**src/rtl/particle_radial_force_top_assert.svh**
```systemverilog
// Assertion macros for the particle radial force block.
`ifndef PARTICLE_RADIAL_FORCE_TOP_ASSERT_SVH
`define PARTICLE_RADIAL_FORCE_TOP_ASSERT_SVH
`ifndef NO_ASSERTIONS
`define PRF_ASSERT_IMPLY(label, clk, rst, ante, cons) \
   label: assert property (@(posedge clk) disable iff (rst) (ante) |-> (cons)) \
      else $error("prf assertion failed");
`define PRF_ASSERT_DELAY(label, clk, rst, ante, dly, cons) \
   label: assert property (@(posedge clk) disable iff (rst) (ante) |-> ##dly (cons)) \
      else $error("prf latency assertion failed");
`else
`define PRF_ASSERT_IMPLY(label, clk, rst, ante, cons)
`define PRF_ASSERT_DELAY(label, clk, rst, ante, dly, cons)
`endif
`endif

```
**src/rtl/prf_pkg.sv**
```systemverilog
// Shared widths, register codes and payload types for the particle radial force block.
package prf_pkg;
   localparam int POS_W      = 21;
   localparam int DIFF_W     = POS_W + 1;
   localparam int SQ_W       = 44;
   localparam int RADIUS_W   = 20;
   localparam int SCALE_W    = 16;
   localparam int FORCE_W    = 16;
   localparam int EXT_BITS   = 9;
   localparam int SQRT_W     = RADIUS_W + EXT_BITS;
   localparam int QUO_W      = FORCE_W - 1;
   localparam int CSR_INDEX_W = 8;
   localparam int CSR_DATA_W = 32;
   localparam logic [RADIUS_W-1:0] RADIUS_RESET = 20'd25600;
   localparam logic [SCALE_W-1:0]  SCALE_RESET  = 16'd256;
   // input capture, squares, sum, root, diff, multiply, divide, multiply, divide, output
   localparam int LATENCY = 3 + SQRT_W + 2 + QUO_W + 1 + QUO_W + 1;

   typedef enum logic [CSR_INDEX_W-1:0] {
      CSR_FORCE_RADIUS = 8'd0,
      CSR_FORCE_SCALE  = 8'd1
   } csr_index_type;

   typedef struct packed {
      logic [2:0][DIFF_W-1:0] d;
      logic [SQ_W-1:0]        sq;
      logic                   in_range;
   } root_side_type;

   typedef struct packed {
      logic [2:0][DIFF_W-1:0] d;
      logic [SQ_W-1:0]        sq;
      logic                   in_range;
      logic [SQRT_W-1:0]      len;
      logic                   neg;
   } mag_side_type;

   typedef struct packed {
      logic [SQ_W-1:0] sq;
      logic            in_range;
      logic            neg;
   } force_side_type;
endpackage

```
**src/rtl/prf_udiv.sv**
```systemverilog
// Pipelined unsigned restoring divider, one quotient bit per stage.
module prf_udiv import prf_pkg::*; #(
   parameter int NW = 46,
   parameter int DW = SQRT_W,
   parameter int QW = QUO_W,
   parameter int SW = 1
) (
   input  logic          clock,
   input  logic          reset,
   input  logic          in_valid,
   input  logic [NW-1:0] in_num,
   input  logic [DW-1:0] in_den,
   input  logic [SW-1:0] in_side,
   output logic          out_valid,
   output logic [QW-1:0] out_quo,
   output logic [SW-1:0] out_side
);
   localparam int CW = (NW > DW + QW) ? NW : DW + QW;

   logic [QW-1:0] valid_ff, valid_in;
   logic [NW-1:0] rem_ff  [QW];
   logic [NW-1:0] rem_in  [QW];
   logic [DW-1:0] den_ff  [QW];
   logic [DW-1:0] den_in  [QW];
   logic [QW-1:0] quo_ff  [QW];
   logic [QW-1:0] quo_in  [QW];
   logic [SW-1:0] side_ff [QW];
   logic [SW-1:0] side_in [QW];

   always_comb begin
      logic [NW-1:0] rem_src;
      logic [QW-1:0] quo_src;
      logic [CW-1:0] rem_x;
      logic [CW-1:0] den_sh;
      logic          fits;
      for (int j = 0; j < QW; j++) begin
         if (j == 0) begin
            rem_src     = in_num;
            quo_src     = '0;
            den_in[j]   = in_den;
            valid_in[j] = in_valid;
            side_in[j]  = in_side;
         end else begin
            rem_src     = rem_ff[j-1];
            quo_src     = quo_ff[j-1];
            den_in[j]   = den_ff[j-1];
            valid_in[j] = valid_ff[j-1];
            side_in[j]  = side_ff[j-1];
         end
         rem_x     = CW'(rem_src);
         den_sh    = CW'(den_in[j]) << (QW - 1 - j);
         fits      = (rem_x >= den_sh);
         rem_in[j] = fits ? NW'(rem_x - den_sh) : rem_src;
         quo_in[j] = quo_src | (QW'(fits) << (QW - 1 - j));
      end
   end

   always_ff @(posedge clock) begin
      if (reset) begin
         valid_ff <= '0;
      end else begin
         valid_ff <= valid_in;
      end
   end

   always_ff @(posedge clock) begin
      for (int j = 0; j < QW; j++) begin
         rem_ff[j]  <= rem_in[j];
         den_ff[j]  <= den_in[j];
         quo_ff[j]  <= quo_in[j];
         side_ff[j] <= side_in[j];
      end
   end

   assign out_valid = valid_ff[QW-1];
   assign out_quo   = quo_ff[QW-1];
   assign out_side  = side_ff[QW-1];
endmodule
```
**config.mk**
```make
export PLATFORM = sky130hd
export DESIGN_NAME = prf_udiv
export DESIGN_NICKNAME = d
export VERILOG_FILES = /design/src/rtl/particle_radial_force_top_assert.svh /design/src/rtl/prf_pkg.sv /design/src/rtl/prf_udiv.sv
export SDC_FILE = /design/constraint.sdc
export NUM_CORES = 2
export LEC_CHECK = 0
export CAP_MARGIN = 20
export CORE_MARGIN = 5
export CORE_UTILIZATION = 44
export DETAILED_ROUTE_END_ITERATION = 7
export DONT_BUFFER_PORTS = 1
export PLACE_DENSITY = 0.69
export SYNTH_ARGS = -nofsm -noshare
export SYNTH_HDL_FRONTEND = slang
export SYNTH_SLANG_ARGS = --single-unit
```
**constraint.sdc**
```tcl
create_clock -name clock -period 7 [get_ports clock]
set_input_delay 2.1 -clock clock [delete_from_list [all_inputs] [get_ports clock]]
set_output_delay 2.1 -clock clock [all_outputs]
set_load 0.03 [all_outputs]
```
-- Word-level counts from Yosys, hierarchy flattened
Memory sizes are Yosys's and may differ from the RTL's.
Index checks and enable logic that the tools add are counted.
- flip-flop bits (word level): 15
- bits in writable memories: 1365
- output and inout port bits: 17
- word-level logic and storage cells: 64
- memories: 4
- add/subtract/negate cells: 15
- magnitude comparators: 15
- muxes and demuxes: 15
- bitwise operators: 14
- memory list (name ; depth ; width ; rd ports ; clocked after Yosys merged registers in ; write ports ; line ; source):
    rem_ff ; 15 ; 46 ; 14 ; 0 ; 15 ; prf_udiv.sv:21 ; logic [NW-1:0] rem_ff [QW];
    den_ff ; 15 ; 29 ; 14 ; 0 ; 15 ; prf_udiv.sv:23 ; logic [DW-1:0] den_ff [QW];
    quo_ff ; 15 ; 15 ; 15 ; 0 ; 15 ; prf_udiv.sv:25 ; logic [QW-1:0] quo_ff [QW];
    side_ff ; 15 ; 1 ; 15 ; 0 ; 15 ; prf_udiv.sv:27 ; logic [SW-1:0] side_ff [QW];
- operators by type and width (operator ; count):
    $mux 46 ; 15
    $ge 46x29->1 ; 1
    $ge 46x30->1 ; 1
    $ge 46x31->1 ; 1
    $ge 46x32->1 ; 1
    $ge 46x33->1 ; 1
    $ge 46x34->1 ; 1
    $ge 46x35->1 ; 1
    $ge 46x36->1 ; 1
    $ge 46x37->1 ; 1
    $ge 46x38->1 ; 1
    $ge 46x39->1 ; 1
    $ge 46x40->1 ; 1
    $ge 46x41->1 ; 1
    $ge 46x42->1 ; 1
    $ge 46x43->1 ; 1
    $sub 46x29->46 ; 1
    $sub 46x30->46 ; 1
    $sub 46x31->46 ; 1
    $sub 46x32->46 ; 1
    $sub 46x33->46 ; 1
    $sub 46x34->46 ; 1
    $sub 46x35->46 ; 1
    $sub 46x36->46 ; 1
    21 further kinds ; 21

-- Depth between registers and ports, before layout
An unclocked memory read counts as a cell.
- word-level depth: 3
- gate-level depth with buffers: 15
- mapped depth without buffers: 14

-- Least setup slack after synthesis
Ideal clock, no wire load.
- path type: input port to flip-flop
- from: in in_den[4]
- to: mem rem_ff[0][14]
- arrival time: 4.741 ns
- required time: 6.872 ns
- path slack: 2.131 ns
- cell stages on the path: 13
- buffers on the path: 3
- cells stage by stage: inv_1 > ha_1 > clkbuf_1 > a21o_1 > a311oi_1 > a211oi_1 > o21ai_1 > a311oi_1 > o21ai_1 > o2111ai_1 > clkbuf_1 > clkbuf_1 > a21oi_1
- RTL lines (what ; line ; source):
    from (decl) ; prf_udiv.sv:12 ; input logic [DW-1:0] in_den,
    to (decl) ; prf_udiv.sv:21 ;

==> flow_summary.toml <==
[clock_tree]
clkLatencyLatePin_ps = 760
cts_inserted_buffers = 135
ctsHoldBuffers = 0
postCtsSetupRepairBufs = 0
clk_path_buf_depth = 3
post_cts_resized = 0
cts-root-buf = "clkbuf_16"
cts_tree = "done"
htreeDepth = 4
clk_pin_slew_ps = 60
cts_sinks = 1200

[die]
initial_core_util = 0.442
rows = 130
die_h_um = 365
coreArea_um2 = 125000
die_width_um = 365
io-pin-count = 96
dieArea_um2 = 133000

[yosys]
yosys_warnings = 0
async_flop_share = 0
ys_ff_latch = 1200
ys_types = 92
synth_top_flop_cell = "dfxtp_1"
syn_area_um2 = 55500
synth_edf_count = 0
synth_fp_nets = 6715
avgSynthCellArea_um2 = 8.97
postSynthCellCount = 6187
ys_seq_area_frac = 0.433

[detailed_routing]
vias = 42000
drc = 0
wire_per_inst_um = 16.0
dr.pass1.iters = 5
routed_via_density = 5.31
postRouteAntennaNets = 0
drt-initial-drc-count = 2151
totalWireLength_um = 127000

[cells_and_area]
fill_cells = 11600
seqCellArea_um2 = 24000
drive_above_1_share = 0.0553
multiInputGateArea_um2 = 28600
insertedDiodeCount = 0
layout_commonest_cell = "dfxtp_1"
final_cell_mix = "dfxtp_1 (1200), inv_1 (577), nand2_1 (547)"
layout.nets = 6672
area.growth.synth_to_final_pct = 11.2

[global_route]
grt_max_degree = 63
grt_use_total = 0.188
grt_pass1_vias = 41900
antenna_found_initial = 1
grt_pass1_wl_um = 205000
grt_overflow = 0

[placed_design]
hpwl_um = 99100
io_buffers = 0
dp_slack_ps = 1240
place_congestion = 0.966

[sta]
timing.final.crit_period_ps = 5050
fin_tns_setup_ps = 0
fmax_ghz = 0.198
hold_ws_ps = 311
finalClockSkew_ps = 40.9
maxSlewViolCount = 0
worstMarginPinSlew_ps = 1140
finalHoldViolations = 0
setup_viol = 0
fin_ws_ps = 1950
rsz0062_at_grt = "no"
period_share = 0.721
slew_headroom = 0.230

[critical_path]
worstPathMaxFanout = 36
crit_path_max_incr_delay_ps = 650
crit_type = "in -> reg"
crit_arrival_ps = 5680
crit_chain = "inv_1 > ha_1 > inv_1 > fa_1 > a21o_1 > a311oi_1 > a211oi_1 > o21ai_1 > a311oi_1 > o21ai_1 > o2111ai_4 > buf_4 > mux2_2"
critPathCaptureType = "flip-flop"
start_kind = "input port"
worst_ep_required_time_ps = 7640
critPathSlowestCell = "a311oi_1"

[pwr]
power_frac_comb = 0.424
clkPwrFrac = 0.241
swShare = 0.376
power_leakage_nw = 27.3
p_seq_frac = 0.335
power.density_nw_per_um2 = 484
p_switching_mw = 11.2
vdd_drop_max_mv = 0.275
internal-power_mw = 18.6

[hold_path]
min_path_type = "reg -> reg"

[flow_run]
maxCapViolCount = 0

[status]
outcome = "completed"
metrics by stage:
step                      area [µm²]  total power [mW]   util  instances
after floorplan                55500              19.7      -       6187
after global placement         57000              22.4  0.454       7656
after detailed placement       57000              22.6  0.454       7656
after CTS                      61700              29.9  0.492       7902
after global routing           61700              32.1  0.492       7903
final                          61700              29.8  0.492       7903
metal layers:
layer  global-route usage  routed length [µm]  up-vias
li1                     -                   -    21400
met1                0.195               49400    19000
met2                0.344               62900     1191
met3               0.0327                5390      407
met4                0.127                8860        0
met5                    0                   0        -
layout make-up:
cell class                      count  area share
Multi-Input combinational cell   4204       0.463
Sequential cell                  1200       0.390
Clock buffer                      180      0.0624
Inverter                          582      0.0354
Tap cell                         1650      0.0335
Clock inverter                     66      0.0136
Timing Repair Buffer               21     0.00252
power groups by stage:
stage | registers [mW] | clock network [mW] | logic, mW
floorplan | 9.65 | 0 | 10.0
CTS | 9.97 | 7.42 | 12.5
global placement | 10.1 | 0 | 12.3
finish | 9.99 | 7.19 | 12.7
detailed placement | 10.1 | 0 | 12.5
global route | 10.2 | 7.74 | 14.1
registers in the layout, summed over array words and instances (netlist names):
| register | cells |
|---|---|
| rem_ff | 644 |
| den_ff | 406 |
| quo_ff | 120 |
| side_ff | 15 |
| valid_ff | 15 |
logic make-up after synthesis:
kind of cell	Yosys count	share of synthesized area
flip-flops	1200	0.433
multiplexers	54	0.0108
adder cells (fa/ha/maj)	449	0.103
XOR/XNOR	473	0.0747
AO/OA/AOI/OAI	1664	0.188
buffers and inverters	783	0.0544
AND/OR/NAND/NOR	1564	0.136
final timing paths:
path                  startpoint              to  slack (ps)  depth (start not counted)
setup / recovery      in_num[14]   rem_ff[0][19]        1950                         13
setup reg to reg  rem_ff[0][238]  rem_ff[0][309]        2570                         14
hold / removal     side_ff[0][6]   side_ff[0][7]         310                          0
hold reg to reg    side_ff[0][6]   side_ff[0][7]         310                          0
critical path: cells and delay by family:
kind / cells / cell delay (ps)
adder cells (fa/ha/maj): 2 / 400
multiplexers: 1 / 370
buffers and inverters: 3 / 460
AO/OA/AOI/OAI: 7 / 2330
synthesized netlist by cell type (all sizes together), types with 103 or more instances:
cell | n | area share
clkbuf | 160 | 0.011
ha | 435 | 0.098
nand3 | 103 | 0.0093
o21ai | 474 | 0.043
nor2 | 344 | 0.023
dfxtp | 1200 | 0.43
nand2 | 547 | 0.037
xor2 | 223 | 0.035
a21o | 221 | 0.030
xnor2 | 250 | 0.039
inv | 582 | 0.039
a21oi | 473 | 0.043
Power figures use the tool's default switching activity.
