--- src/rtl/particle_radial_force_top_assert.svh ---
// Assertion macros for the particle radial force block.
`ifndef PARTICLE_RADIAL_FORCE_TOP_ASSERT_SVH
`define PARTICLE_RADIAL_FORCE_TOP_ASSERT_SVH
`ifndef NO_ASSERTIONS
`define PRF_ASSERT_IMPLY(label, clk, rst, ante, cons) \
   label: assert property (@(posedge clk) disable iff (rst) (ante) |-> (cons)) \
      else $error("prf assertion failed");
`define PRF_ASSERT_DELAY(label, clk, rst, ante, dly, cons) \
   label: assert property (@(posedge clk) disable iff (rst) (ante) |-> ##dly (cons)) \
      else $error("prf latency assertion failed");
`else
`define PRF_ASSERT_IMPLY(label, clk, rst, ante, cons)
`define PRF_ASSERT_DELAY(label, clk, rst, ante, dly, cons)
`endif
`endif

--- src/rtl/prf_pkg.sv ---
// Shared widths, register codes and payload types for the particle radial force block.
package prf_pkg;
   localparam int POS_W      = 21;
   localparam int DIFF_W     = POS_W + 1;
   localparam int SQ_W       = 44;
   localparam int RADIUS_W   = 20;
   localparam int SCALE_W    = 16;
   localparam int FORCE_W    = 16;
   localparam int EXT_BITS   = 9;
   localparam int SQRT_W     = RADIUS_W + EXT_BITS;
   localparam int QUO_W      = FORCE_W - 1;
   localparam int CSR_INDEX_W = 8;
   localparam int CSR_DATA_W = 32;
   localparam logic [RADIUS_W-1:0] RADIUS_RESET = 20'd25600;
   localparam logic [SCALE_W-1:0]  SCALE_RESET  = 16'd256;
   // input capture, squares, sum, root, diff, multiply, divide, multiply, divide, output
   localparam int LATENCY = 3 + SQRT_W + 2 + QUO_W + 1 + QUO_W + 1;

   typedef enum logic [CSR_INDEX_W-1:0] {
      CSR_FORCE_RADIUS = 8'd0,
      CSR_FORCE_SCALE  = 8'd1
   } csr_index_type;

   typedef struct packed {
      logic [2:0][DIFF_W-1:0] d;
      logic [SQ_W-1:0]        sq;
      logic                   in_range;
   } root_side_type;

   typedef struct packed {
      logic [2:0][DIFF_W-1:0] d;
      logic [SQ_W-1:0]        sq;
      logic                   in_range;
      logic [SQRT_W-1:0]      len;
      logic                   neg;
   } mag_side_type;

   typedef struct packed {
      logic [SQ_W-1:0] sq;
      logic            in_range;
      logic            neg;
   } force_side_type;
endpackage

--- src/rtl/prf_sqrt.sv ---
// Pipelined integer square root, one result bit per stage.
module prf_sqrt import prf_pkg::*; #(
   parameter int RW = SQRT_W,
   parameter int SW = 1
) (
   input  logic            clock,
   input  logic            reset,
   input  logic            in_valid,
   input  logic [2*RW-1:0] in_x,
   input  logic [SW-1:0]   in_side,
   output logic            out_valid,
   output logic [RW-1:0]   out_root,
   output logic [SW-1:0]   out_side
);
   localparam int XW = 2 * RW;
   localparam int MW = RW + 2;

   logic [RW-1:0] valid_ff, valid_in;
   logic [MW-1:0] rem_ff  [RW];
   logic [MW-1:0] rem_in  [RW];
   logic [RW-1:0] root_ff [RW];
   logic [RW-1:0] root_in [RW];
   logic [XW-1:0] x_ff    [RW];
   logic [XW-1:0] x_in    [RW];
   logic [SW-1:0] side_ff [RW];
   logic [SW-1:0] side_in [RW];

   always_comb begin
      logic [MW-1:0] rem_src;
      logic [RW-1:0] root_src;
      logic [XW-1:0] x_src;
      logic [MW+1:0] rem_cat;
      logic [MW+1:0] trial;
      logic          fits;
      for (int j = 0; j < RW; j++) begin
         if (j == 0) begin
            rem_src    = '0;
            root_src   = '0;
            x_src      = in_x;
            valid_in[j] = in_valid;
            side_in[j] = in_side;
         end else begin
            rem_src    = rem_ff[j-1];
            root_src   = root_ff[j-1];
            x_src      = x_ff[j-1];
            valid_in[j] = valid_ff[j-1];
            side_in[j] = side_ff[j-1];
         end
         rem_cat    = {rem_src, x_src[XW-1 -: 2]};
         trial      = {2'b00, root_src, 2'b01};
         fits       = (rem_cat >= trial);
         rem_in[j]  = fits ? MW'(rem_cat - trial) : MW'(rem_cat);
         root_in[j] = {root_src[RW-2:0], fits};
         x_in[j]    = x_src << 2;
      end
   end

   always_ff @(posedge clock) begin
      if (reset) begin
         valid_ff <= '0;
      end else begin
         valid_ff <= valid_in;
      end
   end

   always_ff @(posedge clock) begin
      for (int j = 0; j < RW; j++) begin
         rem_ff[j]  <= rem_in[j];
         root_ff[j] <= root_in[j];
         x_ff[j]    <= x_in[j];
         side_ff[j] <= side_in[j];
      end
   end

   assign out_valid = valid_ff[RW-1];
   assign out_root  = root_ff[RW-1];
   assign out_side  = side_ff[RW-1];
endmodule

--- config.mk ---
export PLATFORM = sky130hd
export DESIGN_NAME = prf_sqrt
export DESIGN_NICKNAME = d
export VERILOG_FILES = /design/src/rtl/particle_radial_force_top_assert.svh /design/src/rtl/prf_pkg.sv /design/src/rtl/prf_sqrt.sv
export SDC_FILE = /design/constraint.sdc
export NUM_CORES = 2
export LEC_CHECK = 0
export CAP_MARGIN = 20
export CORE_MARGIN = 2
export CORE_UTILIZATION = 30
export DETAILED_ROUTE_END_ITERATION = 8
export DONT_BUFFER_PORTS = 1
export PLACE_DENSITY = 0.43
export SLEW_MARGIN = 20
export SYNTH_ARGS = -nofsm -noshare
export SYNTH_HDL_FRONTEND = slang
export SYNTH_SLANG_ARGS = --single-unit
--- constraint.sdc ---
create_clock -name clock -period 6 [get_ports clock]
set_clock_uncertainty 0.05 [all_clocks]
set_input_delay 0 -clock clock [delete_from_list [all_inputs] [get_ports clock]]
set_output_delay 0 -clock clock [all_outputs]
set_load 0.05 [all_outputs]
After elaboration in Yosys (flattened, before gate mapping)
Memories as Yosys holds them, arrays and structs flattened.
Index checks and enable logic that the tools add are counted.
{"block": "classes", "n_addsub": 29, "magnitude_cmp": 29, "muxes": 29}
{"cell": ">= comparator 33 x 31 -> 1 bit", "n": 28}
{"cell": "2-to-1 mux 31 bit", "n": 29}
{"cell": "subtractor 31 bit", "n": 28}
{"cell": "subtractor 2 x 1 -> 3 bit (second input constant)", "n": 1}
{"cell": ">= comparator 2 x 1 -> 1 bit (second input constant)", "n": 1}
{"block": "word_totals", "regBits": 29, "mem_bits_rw": 3393, "inputBits": 62, "output_inout_bits": 31, "wordCells": 92, "mem_count": 4}
{"memory": "x_ff", "depth": 29, "width": 56, "rd": 28, "rd_ports_with_merged_regs": 0, "write_ports": 29, "line": "prf_sqrt.sv:23", "text": "logic [XW-1:0] x_ff [RW];"}
{"memory": "rem_ff", "depth": 29, "width": 31, "rd": 28, "rd_ports_with_merged_regs": 0, "write_ports": 29, "line": "prf_sqrt.sv:19", "text": "logic [MW-1:0] rem_ff [RW];"}
{"memory": "root_ff", "depth": 29, "width": 29, "rd": 29, "rd_ports_with_merged_regs": 0, "write_ports": 29, "line": "prf_sqrt.sv:21", "text": "logic [RW-1:0] root_ff [RW];"}
{"memory": "side_ff", "depth": 29, "width": 1, "rd": 29, "rd_ports_with_merged_regs": 0, "write_ports": 29, "line": "prf_sqrt.sv:25", "text": "logic [SW-1:0] side_ff [RW];"}

Depth between registers and ports, before layout
An unclocked memory read counts as a cell.
{"block": "depth", "ltp_word": 3, "ltp_mapped": 14}

Worst setup path before layout
Ideal clock, no wire load.
{"block": "synth_path", "kind": "reg2reg", "from": "memory rem_ff[0][97] in the netlist's numbering", "to": "memory rem_ff[0][129] in the netlist's numbering", "setup_time_ns": 0.115, "t_arrival_ns": 3.080, "required_ns": 5.835, "setup_slack_ns": 2.755, "path_stages_with_launch": 10, "n_path_buf": 3, "period_less_slack_ns": 3.245, "cell_sequence": "dfxtp_1 or4_4 or3_4 or4_4 or3_1 buf_2 or4_4 buf_6 buf_2 o21a_1"}
{"item": "start: declaration", "line": "prf_sqrt.sv:19"}

==> results.py <==
metrics = {
    "power_and_ir_drop": {
        "power_mw": 39.0,
        "switchingPower_mw": 11.0,
        "powerDensity_mw_per_mm2": 430,
        "ir_drop_mv": 0.318,
        "swShare_pct": 28.3,
        "pwr-share-clk_pct": 37.9,
        "p_comb_share_pct": 15.3,
        "leakage_nw": 41.8,
        "intPower_mw": 28.0,
        "power_frac_seq_pct": 46.8,
    },
    "critical_path": {
        "r2r_start": "rem_ff[0][202]",
        "crit_buf_inv": 0,
        "r2r_slack_ps": 1910,
        "worstPathCellList": "or4_1 -> or3_1 -> or4_1 -> or3_1 -> nor3_1 -> o2111ai_1 -> o21bai_1 -> nor3_1 -> xor2_1",
        "arrival_ps": 4760,
        "cpMaxStageDelayCell": "o21bai_1",
        "crit_fanout": 11,
        "path_class": "flip-flop to flip-flop",
        "worst_setup_path_start_kind": "flip-flop",
        "critPathMaxStageDelay_ps": 780,
        "reg2reg_to": "rem_ff[0][241]",
        "worstSetupEndpointType": "flip-flop",
        "rr_worst_depth": 9,
        "crit_required_ps": 6670,
        "critPathTopFamily": "simple AND/OR/NAND/NOR gates",
    },
    "logic_synthesis": {
        "synth_cells": 7621,
        "synth-seq-cells": 2129,
        "synth_edf_count": 0,
        "synth_area_per_cell_um2": 10.2,
        "ys_seq_area_share_pct": 54.9,
        "ys.warnings.count": 0,
        "async_flop_share_pct": 0,
        "syn_area_mm2": 0.0776,
        "ys_types": 89,
        "ys.flop_type": "dfxtp_1",
        "synth_nets": 8148,
    },
    "min_path": {
        "hold_start": "in_x[55]",
        "hold_class": "input port to flip-flop",
        "holdPathStages": 2,
        "hold_path_end": "x_ff[0][55]",
    },
    "routing": {
        "firstDrtPassIters": 5,
        "routed_wl_um": 175000,
        "wl_per_cell_um": 15.3,
        "via_per_inst": 4.54,
        "drt_iter0_markers": 2445,
        "ant_nets": 0,
        "drc": 0,
        "vias": 51800,
    },
    "clock_tree": {
        "cts_root_buf": "clkbuf_16",
        "cts_buffers": 232,
        "ctsHoldBuffers": 123,
        "cts_setup_buffers": 0,
        "cts-htree-levels": 4,
        "clk_pin_slew_worst_paths_ps": 60,
        "post_cts_resized": 0,
        "cts_sinks": 2129,
        "cts_buffer_depth": 3,
        "cts_tree": "done",
        "clk_latency_ps": 870,
    },
    "place": {
        "place_hpwl_um": 133000,
        "gp_congestion": 0.853,
        "port_buffers": 0,
        "pre_cts_slack_ps": 1960,
        "place_area_mm2": 0.0813,
    },
    "grt": {
        "grt_max_degree": 57,
        "antenna_found_initial": 3,
        "grt_pass1_vias": 51900,
        "grt_util_all_layers_pct": 13.1,
        "grt_first_pass_wirelength_um": 279000,
        "overflow": 0,
    },
    "die": {
        "ioPinCount": 93,
        "die_w_um": 513,
        "design.core.area_mm2": 0.257,
        "die_y_um": 513,
        "design.die.area_mm2": 0.263,
        "start_util_pct": 30.2,
        "rows": 186,
    },
    "outcome": {
        "outcome": "finished, final reports clean",
    },
    "cells_and_area": {
        "mostFrequentLayoutCells": "2129 x dfxtp_1, 598 x inv_1, 518 x nor2_1",
        "layout_commonest_cell": "dfxtp_1",
        "fillers": 25800,
        "finalInstanceArea_mm2": 0.0908,
        "syn_to_final_growth_pct": 17.0,
        "final_layout_size_suffix_gt1_share_pct": 7.20,
        "layout.nets": 8350,
    },
    "sta": {
        "worst_slew_pin_slew_ps": 1020,
        "drv_slew": 0,
        "tns_ps": 0,
        "finalCritPeriodShare_pct": 68.1,
        "final_hold_viol_count": 0,
        "fmax_mhz": 245,
        "setup_viol": 0,
        "period_needed_ps": 4090,
        "rsz0062_at_grt": "no",
        "setup_slack_ps": 1910,
        "slew_headroom_pct": 31.5,
    },
    "job": {
        "drv_cap": 0,
    },
}
-- synthesized netlist by cell type, drive strengths merged (11+ instances only) --
library cell     n  area share, %
or2             41           0.33
dfxtp         2129             55
o21a            99           0.96
nand4           84           0.68
nor2           519            2.5
xnor2          320            3.6
nand3b          22           0.21
a21boi          24           0.23
nand2          425            2.1
a211o           14           0.16
mux2            63           0.91
nand2b          97           0.78
or3             92           0.75
nor4           116           0.95
o2111ai         16           0.18
xor2           342            3.9
buf             54           0.42
or4             48           0.48
inv            600            2.9
nor2b          102           0.82
o21ai          320            2.1
and3            56           0.45
a31oi           35           0.28
o211ai          31           0.30
o31ai           59           0.57
and2            27           0.22
clkbuf         125           0.60
nor3b           17           0.16
nor4b           16           0.18
a2111oi         18           0.21
nand3          148           0.95
a21o           182            1.8
ha             465            7.5
mux2i           11           0.14
o21bai          35           0.34
a21oi          471            3.0
a31o            19           0.21
nand4b          19           0.21
nor3           210            1.4
a211oi          42           0.41
-- power by group through the flow --
stage               logic [mW]  registers [mW]  clock network, mW
floorplan                 4.69            17.8                  0
global placement          5.89            18.6                  0
detailed placement        5.91            18.6                  0
CTS                       6.01            18.3               15.4
global route              6.73            18.5               16.0
finish                    5.97            18.3               14.8
-- routing by layer --
metal | wire (um) | vias up | GRT usage [%]
li1 | - | 26500 | -
met1 | 78500 | 24100 | 16.2
met2 | 83800 | 842 | 22.6
met3 | 6730 | 339 | 2.27
met4 | 5930 | 0 | 4.85
met5 | 0 | - | 0
-- kinds of logic (layout without fill, tap and decap cells) --
| group | count (synthesis) | in the layout | share of synthesized area [%] |
|---|---|---|---|
| simple gates | 2066 | 2066 | 13.5 |
| other cells | 1 | 3 | 0.00483 |
| buf+inv | 779 | 1183 | 3.93 |
| flops | 2129 | 2129 | 54.9 |
| fa+ha+maj | 465 | 465 | 7.49 |
| xor+xnor | 662 | 662 | 7.47 |
| mux | 74 | 74 | 1.06 |
| compound gates | 1445 | 1445 | 11.7 |
-- registers in the layout, summed over array words and instances (netlist names) --
register / flops
side_ff: 29
x_ff: 812
rem_ff: 824
root_ff: 435
valid_ff: 29
-- through the flow --
| stage | cells | util (%) | hold slack (ps) |
|---|---|---|---|
| final | 11400 | 35.3 | 135 |
| after global routing | 11400 | 35.3 | 64.8 |
| after CTS | 11400 | 35.3 | 31.3 |
| after detailed placement | 10800 | 31.6 | -22.2 |
| after global placement | 10800 | 31.6 | -22.2 |
| after floorplan | 7621 | - | -22.3 |
-- how the worst max path moves through the flow --
stage / to / slack [ps] / depth (start not counted) / start
floorplan: rem_ff[0][129] / 2760 / 9 / rem_ff[0][97]
global placement: rem_ff[1][159] / 2030 / 11 / root_ff[1][123]
detailed placement: rem_ff[1][170] / 1960 / 11 / root_ff[1][123]
CTS: rem_ff[0][239] / 1910 / 9 / rem_ff[0][202]
global route: rem_ff[0][243] / 1610 / 9 / rem_ff[0][202]
finish: rem_ff[0][241] / 1910 / 9 / rem_ff[0][202]
-- area by class of cell --
| type | instances | area [um2] | area share, % |
|---|---|---|---|
| multi-input combinational | 4713 | 32000 | 35.3 |
| inverter | 600 | 2250 | 2.48 |
| sequential | 2129 | 42600 | 46.9 |
| tap | 3384 | 4230 | 4.66 |
| timing repair buffer | 147 | 1420 | 1.56 |
| clock inverter | 126 | 1700 | 1.87 |
| clock buffer | 310 | 6570 | 7.23 |
| antenna | 2 | 5.00 | 0.00551 |
Note: power is estimated with default switching activity, not from simulation.
